$ cat src/hdl/assert_macros.svh
// Assertion helpers shared by the controller and top-level RTL files.
`ifndef ASSERT_MACROS_SVH
`define ASSERT_MACROS_SVH

// Property that must hold at every clock edge outside reset.
`define EDF_ASSERT_ALWAYS(label, clk, rst_n, prop, msg) \
  label: assert property (@(posedge clk) disable iff (!rst_n) (prop)) else $error(msg);

// Same-cycle implication.
`define EDF_ASSERT_IMP(label, clk, rst_n, ante, cons, msg) \
  label: assert property (@(posedge clk) disable iff (!rst_n) (ante) |-> (cons)) \
    else $error(msg);

// Next-cycle implication.
`define EDF_ASSERT_NXT(label, clk, rst_n, ante, cons, msg) \
  label: assert property (@(posedge clk) disable iff (!rst_n) (ante) |=> (cons)) \
    else $error(msg);

`endif

$ cat src/hdl/edf_pkg.sv
package edf_pkg;

  localparam int TASK_COUNT_DEF = 8;
  localparam int TIME_BITS_DEF  = 32;
  localparam int IDX_BITS       = 3;
  localparam int MASK_BITS      = 8;
  localparam int DEADLINE_BITS  = 31;
  localparam int WCET_BITS      = 31;
  localparam int NOW_BITS       = 32;

  typedef enum logic [0:0] {
    OP_LOAD  = 1'b0,
    OP_SCHED = 1'b1
  } op_t;

  typedef enum logic [3:0] {
    ST_IDLE,
    ST_LOAD,
    ST_CALC,
    ST_UPDT,
    ST_SEL_GO,
    ST_SEL_WAIT,
    ST_PREP,
    ST_SLK_GO,
    ST_SLK_WAIT,
    ST_DONE
  } ctrl_state_t;

  // Broadcast from the controller to every cell.
  typedef struct packed {
    logic load;
    logic update;
    logic any_dead;
  } cmd_t;

  // Control part of the token that walks down the cell chain.
  typedef struct packed {
    logic valid;
    logic slack_pass;
    logic found;
    logic high;
  } tok_ctl_t;

  // Signed width that holds wcet + wcet - consumed - remaining exactly.
  function automatic int slack_bits(input int tb);
    return ((tb > WCET_BITS + 1) ? tb : WCET_BITS + 1) + 3;
  endfunction

endpackage

$ cat src/hdl/edf_cell.sv
module edf_cell #(
  parameter int TASK_COUNT = edf_pkg::TASK_COUNT_DEF,
  parameter int TIME_BITS  = edf_pkg::TIME_BITS_DEF,
  parameter int CELL_IDX   = 0
) (
  input  logic                               clk,
  input  logic                               rst_n,
  input  edf_pkg::cmd_t                      cmd,
  input  logic [edf_pkg::IDX_BITS-1:0]       ld_idx,
  input  logic [edf_pkg::DEADLINE_BITS-1:0]  ld_deadline,
  input  logic [edf_pkg::WCET_BITS-1:0]      ld_wcet,
  input  logic [TIME_BITS-1:0]               elapsed,
  input  logic [$clog2(TASK_COUNT)-1:0]      prev,
  input  logic                               alive,
  input  edf_pkg::tok_ctl_t                  in_ctl,
  input  logic [TIME_BITS-1:0]               in_rem,
  input  logic [$clog2(TASK_COUNT)-1:0]      in_idx,
  input  logic [edf_pkg::WCET_BITS-1:0]      in_wcet,
  input  logic [TIME_BITS-1:0]               in_cons,
  input  logic [edf_pkg::slack_bits(TIME_BITS)-1:0] in_k,
  output edf_pkg::tok_ctl_t                  out_ctl,
  output logic [TIME_BITS-1:0]               out_rem,
  output logic [$clog2(TASK_COUNT)-1:0]      out_idx,
  output logic [edf_pkg::WCET_BITS-1:0]      out_wcet,
  output logic [TIME_BITS-1:0]               out_cons,
  output logic [edf_pkg::slack_bits(TIME_BITS)-1:0] out_k
);

  localparam int TB = TIME_BITS;
  localparam int IW = $clog2(TASK_COUNT);
  localparam int SW = edf_pkg::slack_bits(TIME_BITS);
  localparam int DW = edf_pkg::DEADLINE_BITS;
  localparam int WW = edf_pkg::WCET_BITS;
  localparam int XB = edf_pkg::IDX_BITS;
  localparam bit IS_FIRST = (CELL_IDX == 0);
  localparam bit LOADABLE = (CELL_IDX < (2 ** XB));

  logic [DW-1:0] rel_r, rel_nxt;
  logic [WW-1:0] wcet_r, wcet_nxt;
  logic [TB-1:0] rem_r, rem_nxt;
  logic [TB-1:0] cons_r, cons_nxt;

  edf_pkg::tok_ctl_t ctl_r, ctl_nxt;
  logic [TB-1:0] best_rem_r, best_rem_nxt;
  logic [IW-1:0] best_idx_r, best_idx_nxt;
  logic [WW-1:0] best_wcet_r, best_wcet_nxt;
  logic [TB-1:0] best_cons_r, best_cons_nxt;
  logic [SW-1:0] k_r;

  logic          load_hit;
  logic          is_prev;
  logic [TB+1:0] diff;
  logic          diff_ovf;
  logic [TB-1:0] rem_sub;
  logic [TB-1:0] cons_base;
  logic [TB:0]   cons_sum;
  logic [TB-1:0] cons_add;
  logic          own_less;
  logic          take;
  logic [SW-1:0] own_margin;
  logic [SW-1:0] dead_sum;
  logic          fail;

  assign load_hit = cmd.load && LOADABLE && (ld_idx == XB'(CELL_IDX));
  assign is_prev  = (prev == IW'(CELL_IDX));

  // Saturating subtract: clamp at the most negative value.
  assign diff     = {{2{rem_r[TB-1]}}, rem_r} - {2'b00, elapsed};
  assign diff_ovf = (diff[TB+1:TB-1] != 3'b000) && (diff[TB+1:TB-1] != 3'b111);
  assign rem_sub  = diff_ovf ? {1'b1, {(TB-1){1'b0}}} : diff[TB-1:0];

  // Saturating add onto the previous selection's consumed time, or onto zero when any task is dead.
  assign cons_base = cmd.any_dead ? '0 : cons_r;
  assign cons_sum  = {1'b0, cons_base} + {1'b0, elapsed};
  assign cons_add  = cons_sum[TB] ? '1 : cons_sum[TB-1:0];

  always_comb begin
    rel_nxt  = rel_r;
    wcet_nxt = wcet_r;
    rem_nxt  = rem_r;
    cons_nxt = cons_r;
    if (load_hit) begin
      rel_nxt  = ld_deadline;
      wcet_nxt = ld_wcet;
      rem_nxt  = TB'(ld_deadline);
    end else if (cmd.update) begin
      rem_nxt = alive ? rem_sub : TB'(rel_r);
      if (is_prev) begin
        cons_nxt = cons_add;
      end
    end
  end

  always_ff @(posedge clk) begin
    if (!rst_n) begin
      rel_r  <= '0;
      wcet_r <= '0;
      rem_r  <= '0;
      cons_r <= '0;
    end else begin
      rel_r  <= rel_nxt;
      wcet_r <= wcet_nxt;
      rem_r  <= rem_nxt;
      cons_r <= cons_nxt;
    end
  end

  // Selection pass: keep the smaller remaining deadline, earlier cell wins ties.
  // Cell 0 always loads its data into an empty token so that "none alive" picks it.
  assign own_less = $signed(rem_r) < $signed(in_rem);
  assign take     = !in_ctl.slack_pass &&
                    (in_ctl.found ? (alive && own_less) : (alive || IS_FIRST));

  // Slack pass: a non-negative margin, or for a dead cell a non-negative wcet + k, means the check fails.
  assign own_margin = {{(SW-WW){1'b0}}, wcet_r} - {{(SW-TB){1'b0}}, cons_r}
                    - {{(SW-TB){rem_r[TB-1]}}, rem_r};
  assign dead_sum   = {{(SW-WW){1'b0}}, wcet_r} + in_k;
  assign fail       = alive ? !own_margin[SW-1] : !dead_sum[SW-1];

  always_comb begin
    ctl_nxt       = in_ctl;
    ctl_nxt.found = in_ctl.found | (alive & !in_ctl.slack_pass);
    ctl_nxt.high  = in_ctl.high | (in_ctl.slack_pass & fail);
    best_rem_nxt  = take ? rem_r : in_rem;
    best_idx_nxt  = take ? IW'(CELL_IDX) : in_idx;
    best_wcet_nxt = take ? wcet_r : in_wcet;
    best_cons_nxt = take ? cons_r : in_cons;
  end

  always_ff @(posedge clk) begin
    if (!rst_n) begin
      ctl_r <= '0;
    end else begin
      ctl_r <= ctl_nxt;
    end
  end

  always_ff @(posedge clk) begin
    if (in_ctl.valid) begin
      best_rem_r  <= best_rem_nxt;
      best_idx_r  <= best_idx_nxt;
      best_wcet_r <= best_wcet_nxt;
      best_cons_r <= best_cons_nxt;
      k_r         <= in_k;
    end
  end

  assign out_ctl  = ctl_r;
  assign out_rem  = best_rem_r;
  assign out_idx  = best_idx_r;
  assign out_wcet = best_wcet_r;
  assign out_cons = best_cons_r;
  assign out_k    = k_r;

endmodule

$ cat config.mk
export PLATFORM = sky130hd
export DESIGN_NAME = edf_cell
export DESIGN_NICKNAME = d
export VERILOG_FILES = /design/src/hdl/assert_macros.svh /design/src/hdl/edf_pkg.sv /design/src/hdl/edf_cell.sv
export SDC_FILE = /design/constraint.sdc
export NUM_CORES = 1
export LEC_CHECK = 0
export BUFFER_PORTS_ARGS = -buffer_cell sky130_fd_sc_hd__buf_2
export CORE_AREA = 2 2 189 191
export DETAILED_ROUTE_END_ITERATION = 10
export DIE_AREA = 0 0 191 193
export HOLD_SLACK_MARGIN = 0.05
export PLACE_DENSITY_LB_ADDON = 0.1
export SETUP_SLACK_MARGIN = 0.05
export SLEW_MARGIN = 15
export SYNTH_ARGS = -nofsm -noshare
export SYNTH_HDL_FRONTEND = slang
export SYNTH_SLANG_ARGS = --single-unit
$ cat constraint.sdc
create_clock -name clk -period 3.85 [get_ports clk]
set_input_delay 0.385 -clock clk [delete_from_list [all_inputs] [get_ports clk]]
set_output_delay 0.385 -clock clk [all_outputs]
set_load 0.02 [all_outputs]
==> impl_metrics.json <==
{
  "die_h_um": 193,
  "cp-end-kind": "flip-flop",
  "antenna_found_initial": 2,
  "hold_viol": 0,
  "final.period_utilization": 1.03,
  "worstPathRequired_ns": 4.33,
  "row_count": 69,
  "power_density_mw_per_mm2": 385,
  "cpMostUsedCell": "o21a_1",
  "slew_viol_final": 0,
  "path_max_fanout": 2,
  "ir_drop_uv": 316,
  "io_pins": 380,
  "cts.clk_slew.worst_paths_ns": 0.07,
  "outcome": "finished with violations",
  "slew_headroom": 0.377,
  "worst_path_dominant_cell_family": "compound AO/OA/AOI/OAI gates",
  "grt_usage": 0.275,
  "drv_cap": 0,
  "fmax_ghz": 0.251,
  "portBuffers": 379,
  "max-clock-path-buffers": 3,
  "viasPerCell": 5.47,
  "start_util": 0.500,
  "max_stage_delay_ns": 0.33,
  "synth_fp_nets": 2350,
  "worst-setup-path-type": "reg2reg",
  "place_ws_ns": -0.283,
  "finalSetupViolCount": 1,
  "cpMaxStageDelayCell": "dfxtp_2",
  "violations": "negative setup slack",
  "synth_most_common_cell": "nand2_1",
  "cts.sinks": 263,
  "grt_pass1_wl_mm": 80.1,
  "grt_overflow_total": 0,
  "place.gp.congestion": 0.897,
  "p_leak_nw": 10.3,
  "dieArea_mm2": 0.0369,
  "drtIter0Drc": 1045,
  "dpl_cell_area_mm2": 0.0204,
  "ant_nets": 0,
  "worst_slew_pin_slew_ns": 0.933,
  "grt_max_degree": 76,
  "hp-class": "in2reg",
  "yosys_warnings": 0,
  "h-tree-depth": 1,
  "syn_area_mm2": 0.0175,
  "final_area_mm2": 0.0221,
  "finClkSkew_ns": 0.0248,
  "cts_tree": "built",
  "cts_buffers": 30,
  "finish.net_count": 2823,
  "core_mm2": 0.0350,
  "internal_power_mw": 5.94,
  "fin_ws_ns": -0.130,
  "route.detailed.drc": 0,
  "routed_wl_mm": 52.4,
  "cp.arrival_ns": 4.46,
  "num_vias": 15739,
  "synth_area_leaders": "edfxtp_1, dfxtp_1, ha_1",
  "yosysTopAreaCell": "edfxtp_1",
  "p_sw_frac": 0.301,
  "area_growth_pct": 26.3,
  "clkPwrFrac": 0.351,
  "p_sw_mw": 2.56,
  "p_comb_frac": 0.269,
  "first_global_vias": 14919,
  "netlist_instances": 1915,
  "postSynthAreaPerCell_um2": 9.13,
  "yosys-top-cells-count": "nand2_1, ha_1, a21oi_1",
  "ys_seq_elements": 263,
  "layout-drive-gt1-share": 0.266,
  "seq_area_frac_synth": 0.377,
  "insertion_delay_ns": 0.58,
  "path_buf_inv": 2,
  "p_seq_frac": 0.380,
  "ys_async_sr_fraction": 0,
  "synth_top_area_share": 0.228,
  "setup_tns_ns": -0.130,
  "ys.flop_type": "edfxtp_1",
  "synth_edf_count": 133,
  "clockRootBuffer": "clkbuf_16",
  "path_cells": "inv_2 > ha_4 > fa_2 > nor2b_2 > o21a_1 > o21a_1 > buf_6 > o211ai_1 > nand2_1 > o21a_1 > a21oi_2 > xnor2_1 > ha_1 > a21o_1 > a21o_1 > a21oi_1 > nor2b_1 > o21ai_1 > a21oi_1 > o31ai_2 > nand4_1 > a221oi_2 > nor2_1",
  "dp_hpwl_mm": 40.9,
  "die_w_um": 191,
  "synth.distinct_cells": 77,
  "wl_per_cell_um": 18.2,
  "rsz0062_at_grt": "yes",
  "drt_pass1_iterations": 5,
  "crit_path_start_kind": "flip-flop",
  "min_period_ns": 3.98
}
-- through the flow --
step | power (mW) | util | hold WS, ns | std cells
floorplan | 4.68 | - | 0.444 | 1915
global placement | 5.40 | 0.584 | 0.449 | 2762
detailed placement | 5.43 | 0.584 | 0.458 | 2762
CTS | 8.49 | 0.628 | 0.0503 | 2867
global route | 8.92 | 0.632 | 0.0626 | 2875
finish | 8.50 | 0.632 | 0.0626 | 2875
-- worst paths after layout --
path                   start         end  slack, ns  depth (start not counted)
setup / recovery   wcet_r[0]  out_ctl[0]      -0.13                         23
hold / removal    ld_wcet[9]   wcet_r[9]       0.06                          3
setup reg to reg   wcet_r[0]  out_ctl[0]      -0.13                         23
hold reg to reg    rel_r[18]   rel_r[18]       0.46                          2
-- power groups by stage --
| stage | Sequential, mW | Combinational, mW | Clock [mW] |
|---|---|---|---|
| global route | 3.24 | 2.53 | 3.15 |
| floorplan | 3.41 | 1.26 | 0 |
| detailed placement | 3.29 | 2.14 | 0 |
| global placement | 3.28 | 2.12 | 0 |
| finish | 3.23 | 2.29 | 2.98 |
| CTS | 3.23 | 2.23 | 3.03 |
-- routing by layer --
metal | part of all wire | wire length, um | up-vias | track usage
met1 | 0.47 | 24400 | 7359 | 0.386
met3 | 0.055 | 2870 | 69 | 0.0271
li1 | - | - | 7825 | -
met4 | 0.023 | 1180 | 0 | 0.0695
met2 | 0.46 | 24000 | 486 | 0.457
met5 | 0 | 0 | - | 0
-- kinds of logic (layout without fill, tap and decap cells) --
family | count (synthesis) | after routing | synth area share
xor gates and xnor gates | 83 | 83 | 0.0416
adders and majority gates | 192 | 192 | 0.139
and+or+nand+nor | 433 | 433 | 0.111
AOI/OAI and AO/OA | 607 | 607 | 0.218
muxes | 97 | 97 | 0.0601
other | 0 | 2 | 0
buffers and inverters | 240 | 737 | 0.0535
DFF | 263 | 263 | 0.377
-- repair_timing --
item	4_1_cts	5_1_grt
pin swaps	5	32
resized for setup	12	23
endpoints found under the setup margin	1	5
hold endpoints to repair	47	0
gates cloned	0	0
hold buffers	47	0
buffers inserted	2	6
-- cell type report --
cell class,instances,area (um^2)
antenna,2,5.00
clock buffer,35,800
clock inverter,21,231
fill,3025,12900
inverter,161,604
multi-input combinational,1412,10100
sequential,263,6600
tap,461,577
timing repair buffer,520,3160
-- layout by cell type, fill, tap and decap left out, drive strengths merged, types with 13 or more instances in the layout --
cell type,count
a21boi,65
a21o,56
a21oi,180
buf,473
clkbuf,35
clkinv,13
dfxtp,130
dlygate4sd3,47
edfxtp,133
ha,189
inv,163
mux2,64
mux2i,33
nand2,208
nand2b,13
nand3,25
nand4,20
nor2,96
nor2b,19
o21a,19
o21ai,180
o21bai,13
xnor2,50
xor2,33
-- state kept, by name (all words and copies together), names as in the netlist --
signal / cells
cons_r: 32
out_cons: 32
out_ctl: 4
out_idx: 3
out_k: 35
out_rem: 32
out_wcet: 31
rel_r: 31
rem_r: 32
wcet_r: 31
-- worst reg2reg max path, cell delays in order (launching register included) --
cell      delay, ns
dfxtp_2        0.33
inv_2          0.06
ha_4           0.14
fa_2           0.21
nor2b_2        0.05
o21a_1         0.19
o21a_1         0.22
buf_6          0.12
o211ai_1       0.27
nand2_1        0.12
o21a_1         0.24
a21oi_2        0.14
xnor2_1        0.09
ha_1           0.31
a21o_1         0.18
a21o_1         0.15
a21oi_1        0.11
nor2b_1        0.06
o21ai_1        0.12
a21oi_1        0.09
o31ai_2        0.22
nand4_1        0.13
a221oi_2       0.28
nor2_1         0.05
(Power assumes the default switching activity.)
