$ cat config.mk
export PLATFORM = sky130hd
export DESIGN_NAME = edf_ctrl_flat
export DESIGN_NICKNAME = d
export VERILOG_FILES = /design/src/hdl/edf_pkg.sv /design/src/hdl/edf_if.sv /design/src/hdl/edf_ctrl.sv /design/src/flat_wrapper.sv
export VERILOG_INCLUDE_DIRS = /design/src /design/src/hdl
export SDC_FILE = /design/constraint.sdc
export NUM_CORES = 1
export LEC_CHECK = 0
export BUFFER_PORTS_ARGS = -buffer_cell sky130_fd_sc_hd__buf_2
export CAP_MARGIN = 20
export CORE_ASPECT_RATIO = 1.75
export CORE_UTILIZATION = 35
export CTS_CLUSTER_DIAMETER = 30
export DETAILED_ROUTE_END_ITERATION = 7
export PLACE_DENSITY = 0.54
export SYNTH_ARGS = -nofsm -noshare
export SYNTH_HDL_FRONTEND = slang
export SYNTH_SLANG_ARGS = --single-unit
export TNS_END_PERCENT = 50
$ cat constraint.sdc
create_clock -name clk -period 4.9 [get_ports clk]
set_input_delay 0.98 -clock clk [delete_from_list [all_inputs] [get_ports clk]]
set_output_delay 0.98 -clock clk [all_outputs]
set_load 0.05 [all_outputs]
$ cat src/hdl/assert_macros.svh
// Assertion helpers shared by the controller and top-level RTL files.
`ifndef ASSERT_MACROS_SVH
`define ASSERT_MACROS_SVH

// Property that must hold at every clock edge outside reset.
`define EDF_ASSERT_ALWAYS(label, clk, rst_n, prop, msg) \
  label: assert property (@(posedge clk) disable iff (!rst_n) (prop)) else $error(msg);

// Same-cycle implication.
`define EDF_ASSERT_IMP(label, clk, rst_n, ante, cons, msg) \
  label: assert property (@(posedge clk) disable iff (!rst_n) (ante) |-> (cons)) \
    else $error(msg);

// Next-cycle implication.
`define EDF_ASSERT_NXT(label, clk, rst_n, ante, cons, msg) \
  label: assert property (@(posedge clk) disable iff (!rst_n) (ante) |=> (cons)) \
    else $error(msg);

`endif

$ cat src/hdl/edf_pkg.sv
package edf_pkg;

  localparam int TASK_COUNT_DEF = 8;
  localparam int TIME_BITS_DEF  = 32;
  localparam int IDX_BITS       = 3;
  localparam int MASK_BITS      = 8;
  localparam int DEADLINE_BITS  = 31;
  localparam int WCET_BITS      = 31;
  localparam int NOW_BITS       = 32;

  typedef enum logic [0:0] {
    OP_LOAD  = 1'b0,
    OP_SCHED = 1'b1
  } op_t;

  typedef enum logic [3:0] {
    ST_IDLE,
    ST_LOAD,
    ST_CALC,
    ST_UPDT,
    ST_SEL_GO,
    ST_SEL_WAIT,
    ST_PREP,
    ST_SLK_GO,
    ST_SLK_WAIT,
    ST_DONE
  } ctrl_state_t;

  // Broadcast from the controller to every cell.
  typedef struct packed {
    logic load;
    logic update;
    logic any_dead;
  } cmd_t;

  // Control part of the token that walks down the cell chain.
  typedef struct packed {
    logic valid;
    logic slack_pass;
    logic found;
    logic high;
  } tok_ctl_t;

  // Signed width that holds wcet + wcet - consumed - remaining exactly.
  function automatic int slack_bits(input int tb);
    return ((tb > WCET_BITS + 1) ? tb : WCET_BITS + 1) + 3;
  endfunction

endpackage

$ cat src/hdl/edf_if.sv
interface edf_in_if;
  logic                               valid;
  logic                               ready;
  logic                               operation;
  logic [edf_pkg::IDX_BITS-1:0]       task_index;
  logic [edf_pkg::DEADLINE_BITS-1:0]  deadline_us;
  logic [edf_pkg::WCET_BITS-1:0]      wcet_us;
  logic [edf_pkg::NOW_BITS-1:0]       now_us;
  logic [edf_pkg::MASK_BITS-1:0]      alive_mask;

  modport source (
    output valid, operation, task_index, deadline_us, wcet_us, now_us, alive_mask,
    input  ready
  );
  modport sink (
    input  valid, operation, task_index, deadline_us, wcet_us, now_us, alive_mask,
    output ready
  );
endinterface

interface edf_out_if;
  logic                          valid;
  logic                          ready;
  logic [edf_pkg::IDX_BITS-1:0]  chosen_task;
  logic                          high_frequency;

  modport source (
    output valid, chosen_task, high_frequency,
    input  ready
  );
  modport sink (
    input  valid, chosen_task, high_frequency,
    output ready
  );
endinterface

$ cat src/hdl/edf_ctrl.sv
`include "assert_macros.svh"

module edf_ctrl #(
  parameter int TASK_COUNT = edf_pkg::TASK_COUNT_DEF,
  parameter int TIME_BITS  = edf_pkg::TIME_BITS_DEF
) (
  input  logic                               clk,
  input  logic                               rst_n,
  edf_in_if.sink                             in_chan,
  edf_out_if.source                          out_chan,
  output edf_pkg::cmd_t                      cmd,
  output logic [edf_pkg::IDX_BITS-1:0]       ld_idx,
  output logic [edf_pkg::DEADLINE_BITS-1:0]  ld_deadline,
  output logic [edf_pkg::WCET_BITS-1:0]      ld_wcet,
  output logic [TIME_BITS-1:0]               elapsed,
  output logic [$clog2(TASK_COUNT)-1:0]      prev,
  output logic [TASK_COUNT-1:0]              alive,
  output edf_pkg::tok_ctl_t                  head_ctl,
  output logic [TIME_BITS-1:0]               head_rem,
  output logic [$clog2(TASK_COUNT)-1:0]      head_idx,
  output logic [edf_pkg::WCET_BITS-1:0]      head_wcet,
  output logic [TIME_BITS-1:0]               head_cons,
  output logic [edf_pkg::slack_bits(TIME_BITS)-1:0] head_k,
  input  edf_pkg::tok_ctl_t                  tail_ctl,
  input  logic [TIME_BITS-1:0]               tail_rem,
  input  logic [$clog2(TASK_COUNT)-1:0]      tail_idx,
  input  logic [edf_pkg::WCET_BITS-1:0]      tail_wcet,
  input  logic [TIME_BITS-1:0]               tail_cons,
  input  logic [edf_pkg::slack_bits(TIME_BITS)-1:0] tail_k
);

  localparam int TB = TIME_BITS;
  localparam int IW = $clog2(TASK_COUNT);
  localparam int SW = edf_pkg::slack_bits(TIME_BITS);
  localparam int WW = edf_pkg::WCET_BITS;
  localparam int XB = edf_pkg::IDX_BITS;
  localparam int MB = edf_pkg::MASK_BITS;

  edf_pkg::ctrl_state_t state_r, state_nxt;

  logic [XB-1:0]                     idx_r;
  logic [edf_pkg::DEADLINE_BITS-1:0] dl_r;
  logic [WW-1:0]                     wc_r;
  logic [TB-1:0]                     now_r;
  logic [MB-1:0]                     mask_r;
  logic [TB-1:0]                     elapsed_r;
  logic [TB-1:0]                     last_time_r;
  logic [XB-1:0]                     last_sel_r;
  logic [IW-1:0]                     sel_idx_r;
  logic [TB-1:0]                     sel_rem_r;
  logic [WW-1:0]                     sel_wcet_r;
  logic [TB-1:0]                     sel_cons_r;
  logic [SW-1:0]                     k_r;
  logic                              high_r;
  logic                              out_valid_r;
  logic [XB-1:0]                     chosen_r;
  logic                              highf_r;

  logic accept;
  logic in_ready;
  logic out_load;
  logic go_sel;
  logic go_slk;

  always_ff @(posedge clk) begin
    if (!rst_n) begin
      state_r <= edf_pkg::ST_IDLE;
    end else begin
      state_r <= state_nxt;
    end
  end

  always_comb begin
    state_nxt = state_r;
    in_ready  = 1'b0;
    out_load  = 1'b0;
    go_sel    = 1'b0;
    go_slk    = 1'b0;
    case (state_r)
      edf_pkg::ST_IDLE: begin
        in_ready = 1'b1;
        if (in_chan.valid) begin
          state_nxt = (in_chan.operation == edf_pkg::OP_SCHED) ? edf_pkg::ST_CALC
                                                               : edf_pkg::ST_LOAD;
        end
      end
      edf_pkg::ST_LOAD:   state_nxt = edf_pkg::ST_IDLE;
      edf_pkg::ST_CALC:   state_nxt = edf_pkg::ST_UPDT;
      edf_pkg::ST_UPDT:   state_nxt = edf_pkg::ST_SEL_GO;
      edf_pkg::ST_SEL_GO: begin
        go_sel    = 1'b1;
        state_nxt = edf_pkg::ST_SEL_WAIT;
      end
      edf_pkg::ST_SEL_WAIT: begin
        if (tail_ctl.valid) begin
          state_nxt = edf_pkg::ST_PREP;
        end
      end
      edf_pkg::ST_PREP:   state_nxt = edf_pkg::ST_SLK_GO;
      edf_pkg::ST_SLK_GO: begin
        go_slk    = 1'b1;
        state_nxt = edf_pkg::ST_SLK_WAIT;
      end
      edf_pkg::ST_SLK_WAIT: begin
        if (tail_ctl.valid) begin
          state_nxt = edf_pkg::ST_DONE;
        end
      end
      edf_pkg::ST_DONE: begin
        // Hold the result until the output register frees up.
        if (!out_valid_r || out_chan.ready) begin
          out_load  = 1'b1;
          state_nxt = edf_pkg::ST_IDLE;
        end
      end
      default: state_nxt = edf_pkg::ST_IDLE;
    endcase
  end

  assign accept        = in_chan.valid && in_ready;
  assign in_chan.ready = in_ready;

  always_ff @(posedge clk) begin
    if (accept) begin
      idx_r  <= in_chan.task_index;
      dl_r   <= in_chan.deadline_us;
      wc_r   <= in_chan.wcet_us;
      now_r  <= TB'(in_chan.now_us);
      mask_r <= in_chan.alive_mask;
    end
    if (state_r == edf_pkg::ST_CALC) begin
      elapsed_r <= now_r - last_time_r;
    end
    if (state_r == edf_pkg::ST_SEL_WAIT && tail_ctl.valid) begin
      sel_idx_r  <= tail_idx;
      sel_rem_r  <= tail_rem;
      sel_wcet_r <= tail_wcet;
      sel_cons_r <= tail_cons;
    end
    if (state_r == edf_pkg::ST_PREP) begin
      // wcet[sel] - consumed[sel] - remaining[sel]; dead cells add their own wcet.
      k_r <= {{(SW-WW){1'b0}}, sel_wcet_r} - {{(SW-TB){1'b0}}, sel_cons_r}
           - {{(SW-TB){sel_rem_r[TB-1]}}, sel_rem_r};
    end
    if (state_r == edf_pkg::ST_SLK_WAIT && tail_ctl.valid) begin
      high_r <= tail_ctl.high;
    end
    if (out_load) begin
      chosen_r <= XB'(sel_idx_r);
      highf_r  <= high_r;
    end
  end

  always_ff @(posedge clk) begin
    if (!rst_n) begin
      last_time_r <= '0;
      last_sel_r  <= '0;
      out_valid_r <= 1'b0;
    end else begin
      if (state_r == edf_pkg::ST_UPDT) begin
        last_time_r <= now_r;
      end
      if (out_load) begin
        last_sel_r <= XB'(sel_idx_r);
      end
      if (out_load) begin
        out_valid_r <= 1'b1;
      end else if (out_chan.ready) begin
        out_valid_r <= 1'b0;
      end
    end
  end

  genvar gi;
  generate
    for (gi = 0; gi < TASK_COUNT; gi++) begin : g_alive
      if (gi < MB) begin : g_mask
        assign alive[gi] = mask_r[gi];
      end else begin : g_none
        assign alive[gi] = 1'b0;
      end
    end
  endgenerate

  assign cmd.load     = (state_r == edf_pkg::ST_LOAD);
  assign cmd.update   = (state_r == edf_pkg::ST_UPDT);
  assign cmd.any_dead = ~&alive;

  assign ld_idx      = idx_r;
  assign ld_deadline = dl_r;
  assign ld_wcet     = wc_r;
  assign elapsed     = elapsed_r;
  assign prev        = IW'(last_sel_r);

  assign head_ctl.valid      = go_sel | go_slk;
  assign head_ctl.slack_pass = go_slk;
  assign head_ctl.found      = 1'b0;
  assign head_ctl.high       = 1'b0;
  assign head_rem            = '0;
  assign head_idx            = '0;
  assign head_wcet           = '0;
  assign head_cons           = '0;
  assign head_k              = k_r;

  assign out_chan.valid          = out_valid_r;
  assign out_chan.chosen_task    = chosen_r;
  assign out_chan.high_frequency = highf_r;

  `EDF_ASSERT_NXT(a_busy_after_accept, clk, rst_n, accept, !in_chan.ready,
    "edf_ctrl: input taken again right after an accept")
  `EDF_ASSERT_IMP(a_tail_in_wait, clk, rst_n, tail_ctl.valid,
    state_r == edf_pkg::ST_SEL_WAIT || state_r == edf_pkg::ST_SLK_WAIT,
    "edf_ctrl: token left the chain outside a wait state")
  `EDF_ASSERT_IMP(a_tail_phase, clk, rst_n,
    tail_ctl.valid && state_r == edf_pkg::ST_SLK_WAIT, tail_ctl.slack_pass,
    "edf_ctrl: selection token seen while waiting for slack pass")
  `EDF_ASSERT_IMP(a_k_intact, clk, rst_n, tail_ctl.valid && tail_ctl.slack_pass,
    tail_k == k_r, "edf_ctrl: slack term corrupted along the chain")

endmodule

$ cat src/flat_wrapper.sv
// flat-port wrapper written by rule: the top's interface ports become plain ports
module edf_ctrl_flat 
#(
  parameter int TASK_COUNT = edf_pkg::TASK_COUNT_DEF,
  parameter int TIME_BITS  = edf_pkg::TIME_BITS_DEF
)
  (clk, rst_n, cmd, ld_idx, ld_deadline, ld_wcet, elapsed, prev, alive, head_ctl, head_rem, head_idx, head_wcet, head_cons, head_k, tail_ctl, tail_rem, tail_idx, tail_wcet, tail_cons, tail_k, in_chan_valid, in_chan_operation, in_chan_task_index, in_chan_deadline_us, in_chan_wcet_us, in_chan_now_us, in_chan_alive_mask, in_chan_ready, out_chan_valid, out_chan_chosen_task, out_chan_high_frequency, out_chan_ready);
  edf_in_if in_chan_i ();
  edf_out_if out_chan_i ();
  input  logic clk;
  input  logic rst_n;
  output edf_pkg::cmd_t cmd;
  output logic [edf_pkg::IDX_BITS-1:0] ld_idx;
  output logic [edf_pkg::DEADLINE_BITS-1:0] ld_deadline;
  output logic [edf_pkg::WCET_BITS-1:0] ld_wcet;
  output logic [TIME_BITS-1:0] elapsed;
  output logic [$clog2(TASK_COUNT)-1:0] prev;
  output logic [TASK_COUNT-1:0] alive;
  output edf_pkg::tok_ctl_t head_ctl;
  output logic [TIME_BITS-1:0] head_rem;
  output logic [$clog2(TASK_COUNT)-1:0] head_idx;
  output logic [edf_pkg::WCET_BITS-1:0] head_wcet;
  output logic [TIME_BITS-1:0] head_cons;
  output logic [edf_pkg::slack_bits(TIME_BITS)-1:0] head_k;
  input  edf_pkg::tok_ctl_t tail_ctl;
  input  logic [TIME_BITS-1:0] tail_rem;
  input  logic [$clog2(TASK_COUNT)-1:0] tail_idx;
  input  logic [edf_pkg::WCET_BITS-1:0] tail_wcet;
  input  logic [TIME_BITS-1:0] tail_cons;
  input  logic [edf_pkg::slack_bits(TIME_BITS)-1:0] tail_k;
  input wire logic [$bits(in_chan_i.valid)-1:0] in_chan_valid;
  input wire logic [$bits(in_chan_i.operation)-1:0] in_chan_operation;
  input wire logic [$bits(in_chan_i.task_index)-1:0] in_chan_task_index;
  input wire logic [$bits(in_chan_i.deadline_us)-1:0] in_chan_deadline_us;
  input wire logic [$bits(in_chan_i.wcet_us)-1:0] in_chan_wcet_us;
  input wire logic [$bits(in_chan_i.now_us)-1:0] in_chan_now_us;
  input wire logic [$bits(in_chan_i.alive_mask)-1:0] in_chan_alive_mask;
  output wire logic [$bits(in_chan_i.ready)-1:0] in_chan_ready;
  output wire logic [$bits(out_chan_i.valid)-1:0] out_chan_valid;
  output wire logic [$bits(out_chan_i.chosen_task)-1:0] out_chan_chosen_task;
  output wire logic [$bits(out_chan_i.high_frequency)-1:0] out_chan_high_frequency;
  input wire logic [$bits(out_chan_i.ready)-1:0] out_chan_ready;
  assign in_chan_i.valid = in_chan_valid;
  assign in_chan_i.operation = in_chan_operation;
  assign in_chan_i.task_index = in_chan_task_index;
  assign in_chan_i.deadline_us = in_chan_deadline_us;
  assign in_chan_i.wcet_us = in_chan_wcet_us;
  assign in_chan_i.now_us = in_chan_now_us;
  assign in_chan_i.alive_mask = in_chan_alive_mask;
  assign in_chan_ready = in_chan_i.ready;
  assign out_chan_valid = out_chan_i.valid;
  assign out_chan_chosen_task = out_chan_i.chosen_task;
  assign out_chan_high_frequency = out_chan_i.high_frequency;
  assign out_chan_i.ready = out_chan_ready;
  edf_ctrl #(.TASK_COUNT(TASK_COUNT), .TIME_BITS(TIME_BITS)) u_core (.clk(clk), .rst_n(rst_n), .in_chan(in_chan_i), .out_chan(out_chan_i), .cmd(cmd), .ld_idx(ld_idx), .ld_deadline(ld_deadline), .ld_wcet(ld_wcet), .elapsed(elapsed), .prev(prev), .alive(alive), .head_ctl(head_ctl), .head_rem(head_rem), .head_idx(head_idx), .head_wcet(head_wcet), .head_cons(head_cons), .head_k(head_k), .tail_ctl(tail_ctl), .tail_rem(tail_rem), .tail_idx(tail_idx), .tail_wcet(tail_wcet), .tail_cons(tail_cons), .tail_k(tail_k));
endmodule
==> results_dict.tcl <==
set metrics [dict create \
    status "completed" \
    finalHoldViolCount 0 \
    fp.dieH_um 284 \
    cts_buffers 52 \
    yosys.area.top_type "edfxtp_1" \
    syn_area_um2 15900 \
    synth_edf_count 275 \
    ys_warn_count 0 \
    combPwrFrac_pct 13.1 \
    slew_viol_final 0 \
    syn_avg_cell_area_um2 11.7 \
    dp_hpwl_mm 30.9 \
    finalSetupViolCount 0 \
    globalplace.congestion 0.863 \
    grtUsageMet3_pct 5.01 \
    antenna_found_initial 7 \
    synthArstFlopShare_pct 0 \
    fillers 4307 \
    fin_crit_ns 4.72 \
    endpoint_kind "flip-flop" \
    drive_gt1_share_pct 27.1 \
    cts_buffer_depth 3 \
    timing.slew.headroom_pct 44.8 \
    hp-class "flip-flop to flip-flop" \
    cts-root-buf "clkbuf_16" \
    worstPathBufferInverterCount 1 \
    clkLatencyLatePin_ns 0.57 \
    die_area_um2 46400 \
    top_usage_layer "met2" \
    area_growth_pct 24.7 \
    first_pass_iters 6 \
    final_cell_mix "363 x buf_2, 275 x edfxtp_1, 118 x inv_1, 118 x nand2_1, 100 x conb_1" \
    cts_sinks 315 \
    worstPathRequired_ns 5.20 \
    start_util_pct 35.4 \
    cts.clk_slew.worst_paths_ns 0.06 \
    switchingPower_mw 2.19 \
    dpl_cell_area_um2 18100 \
    numPortBuffers 363 \
    ys_seq_elements 315 \
    ys.flop_type "edfxtp_1" \
    seq_area_frac_synth_pct 56.9 \
    die_x_um 163 \
    crit_type "flip-flop to flip-flop" \
    critPathMaxStageDelay_ns 0.50 \
    post-route-cell-area_um2 19900 \
    setup_tns_ns 0 \
    cp_max_fo 7 \
    pwr-share-seq_pct 40.5 \
    cp_top_family "compound AO/OA/AOI/OAI gates" \
    grt_max_degree 47 \
    routed_wl_mm 40.1 \
    ant_nets 0 \
    swShare_pct 28.4 \
    fmax_mhz 212 \
    ys_types 66 \
    critPathArrivalTime_ns 5.02 \
    layout_commonest_cell "buf_2" \
    intPower_mw 5.53 \
    core_um2 45000 \
    clkPwrFrac_pct 46.4 \
    cp_cell_sequence "ha_1 > fa_1 > nor2b_1 > o31a_1 > o211ai_1 > a311oi_1 > buf_4 > xor2_1 > ha_1 > and3_4 > and2_0 > a221o_1 > or4_4 > o221ai_2 > o21ai_2 > a31oi_1 > xnor2_1" \
    period_share_pct 96.3 \
    cts_tree "built" \
    peakVddDrop_uv 392 \
    antenna_cells 0 \
    grt_overflow 0 \
    critical-path-slowest-cell "or4_4" \
    drv_cap 0 \
    cts_max_level 2 \
    vias_per_cell 4.76 \
    grt_pass1_wl_mm 61.0 \
    syn_inst 1363 \
    yosys-top-cells-area "edfxtp_1 52%, ha_1 7.5%, dfxtp_1 5.0%, buf_4 4.8%, xnor2_1 3.4%" \
    grt_use_met1_pct 15.1 \
    setup.worst_path.start_class "flip-flop" \
    synth.top_cell.area_share_pct 51.9 \
    tightest_slew_ns 0.828 \
    grt.total_usage_pct 17.1 \
    path_common_cell "ha_1" \
    detail_route.wl_per_cell_um 16.8 \
    post-route-drc-count 0 \
    rsz0062_at_grt "true" \
    final_nets 2107 \
    drt_iter0_markers 341 \
    p_per_area_nw_per_um2 389 \
    grt_util_met2_pct 34.3 \
    vias 11300 \
    ios 501 \
    power_leakage_nw 8.34 \
    fin_worst_skew_ns 0.0135 \
    grt_pass1_vias 11800 \
    row_count 103 \
]
cell families after synthesis:
group	share of synthesized area [%]
xor+xnor	4.90
fa+ha+maj	7.84
other cells	0.0236
simple gates	8.43
flops	56.9
compound gates	13.6
buf+inv	8.28
cells in the mapped netlist (8+ instances only):
master,instances
a21oi_1,86
dfxtp_1,40
xnor2_1,61
clkbuf_1,30
o21a_1,11
nand2_1,118
ha_1,95
a21o_1,56
and3_1,10
a21boi_0,38
inv_1,118
o211ai_1,8
o21ai_0,49
nor2b_1,18
edfxtp_1,275
nand4_1,16
nand3_1,15
nor3_1,12
xor2_1,28
nor2_1,51
o21bai_1,13
nand2b_1,13
buf_4,101
a31oi_1,21
metal layers:
layer	part of all wire, %	vias up	wire [um]
met1	32	5294	12900
met5	0.20	-	79
met4	3.7	12	1480
li1	-	5508	-
met3	7.6	92	3060
met2	56	430	22500
stage by stage:
stage | total power, mW | std cells | util (%) | worst slack [ns] | hold slack [ns]
2_1_floorplan | 3.97 | 1462 | - | 0.673 | 0.400
3_3_place_gp | 4.19 | 2284 | 40.2 | 0.261 | 0.444
3_5_place_dp | 4.20 | 2284 | 40.2 | 0.193 | 0.453
4_1_cts | 7.82 | 2381 | 44.1 | 0.166 | 0.466
5_1_grt | 7.99 | 2382 | 44.1 | -0.00296 | 0.473
6_report | 7.71 | 2382 | 44.1 | 0.180 | 0.462
final timing paths:
path | startpoint | endpoint | slack, ns | cells past startpoint
hold reg to reg | u_core.prev[2] | u_core.prev[2] | 0.46 | 2
setup reg to reg | u_core.sel_cons_r[0] | u_core.head_k[29] | 0.18 | 17
setup / recovery | u_core.sel_cons_r[0] | u_core.head_k[29] | 0.18 | 17
hold / removal | u_core.prev[2] | u_core.prev[2] | 0.46 | 2
layout make-up:
class / count / area [um2] / area share (%)
clock inverters: 40 / 398 / 2.00
clock buffers: 57 / 1350 / 6.80
multi-input cells: 897 / 5940 / 29.9
repair buffers: 378 / 1940 / 9.78
flip-flops and latches: 315 / 9060 / 45.6
well taps: 577 / 722 / 3.64
inverters: 118 / 443 / 2.23
repair_timing:
action,CTS,global route
gates resized for setup,0,2
hold endpoints to repair,0,0
hold buffers,0,0
setup endpoints to repair,0,2
buffers inserted,0,0
registers in the layout, summed over array words and instances, names as in the netlist, 4 cells and up:
signal              flops
u_core.head_k          35
u_core.elapsed         32
u_core.last_time_r     32
u_core.now_r           32
u_core.sel_cons_r      32
u_core.sel_rem_r       32
u_core.ld_deadline     31
u_core.ld_wcet         31
u_core.sel_wcet_r      31
u_core.alive            8
u_core.state_r          4
power by group through the flow:
stage	sequential [mW]	clock, mW	combinational (mW)
2_1_floorplan	3.44	0	0.539
3_3_place_gp	3.17	0	1.01
3_5_place_dp	3.18	0	1.02
4_1_cts	3.12	3.68	1.02
5_1_grt	3.13	3.78	1.08
6_report	3.12	3.58	1.01
worst min-delay path, cell delays in order (launching register included):
cell and delay (ns):
dfxtp_1 0.30, nand2_1 0.05, a21boi_0 0.06
Power figures use the tool's default switching activity.
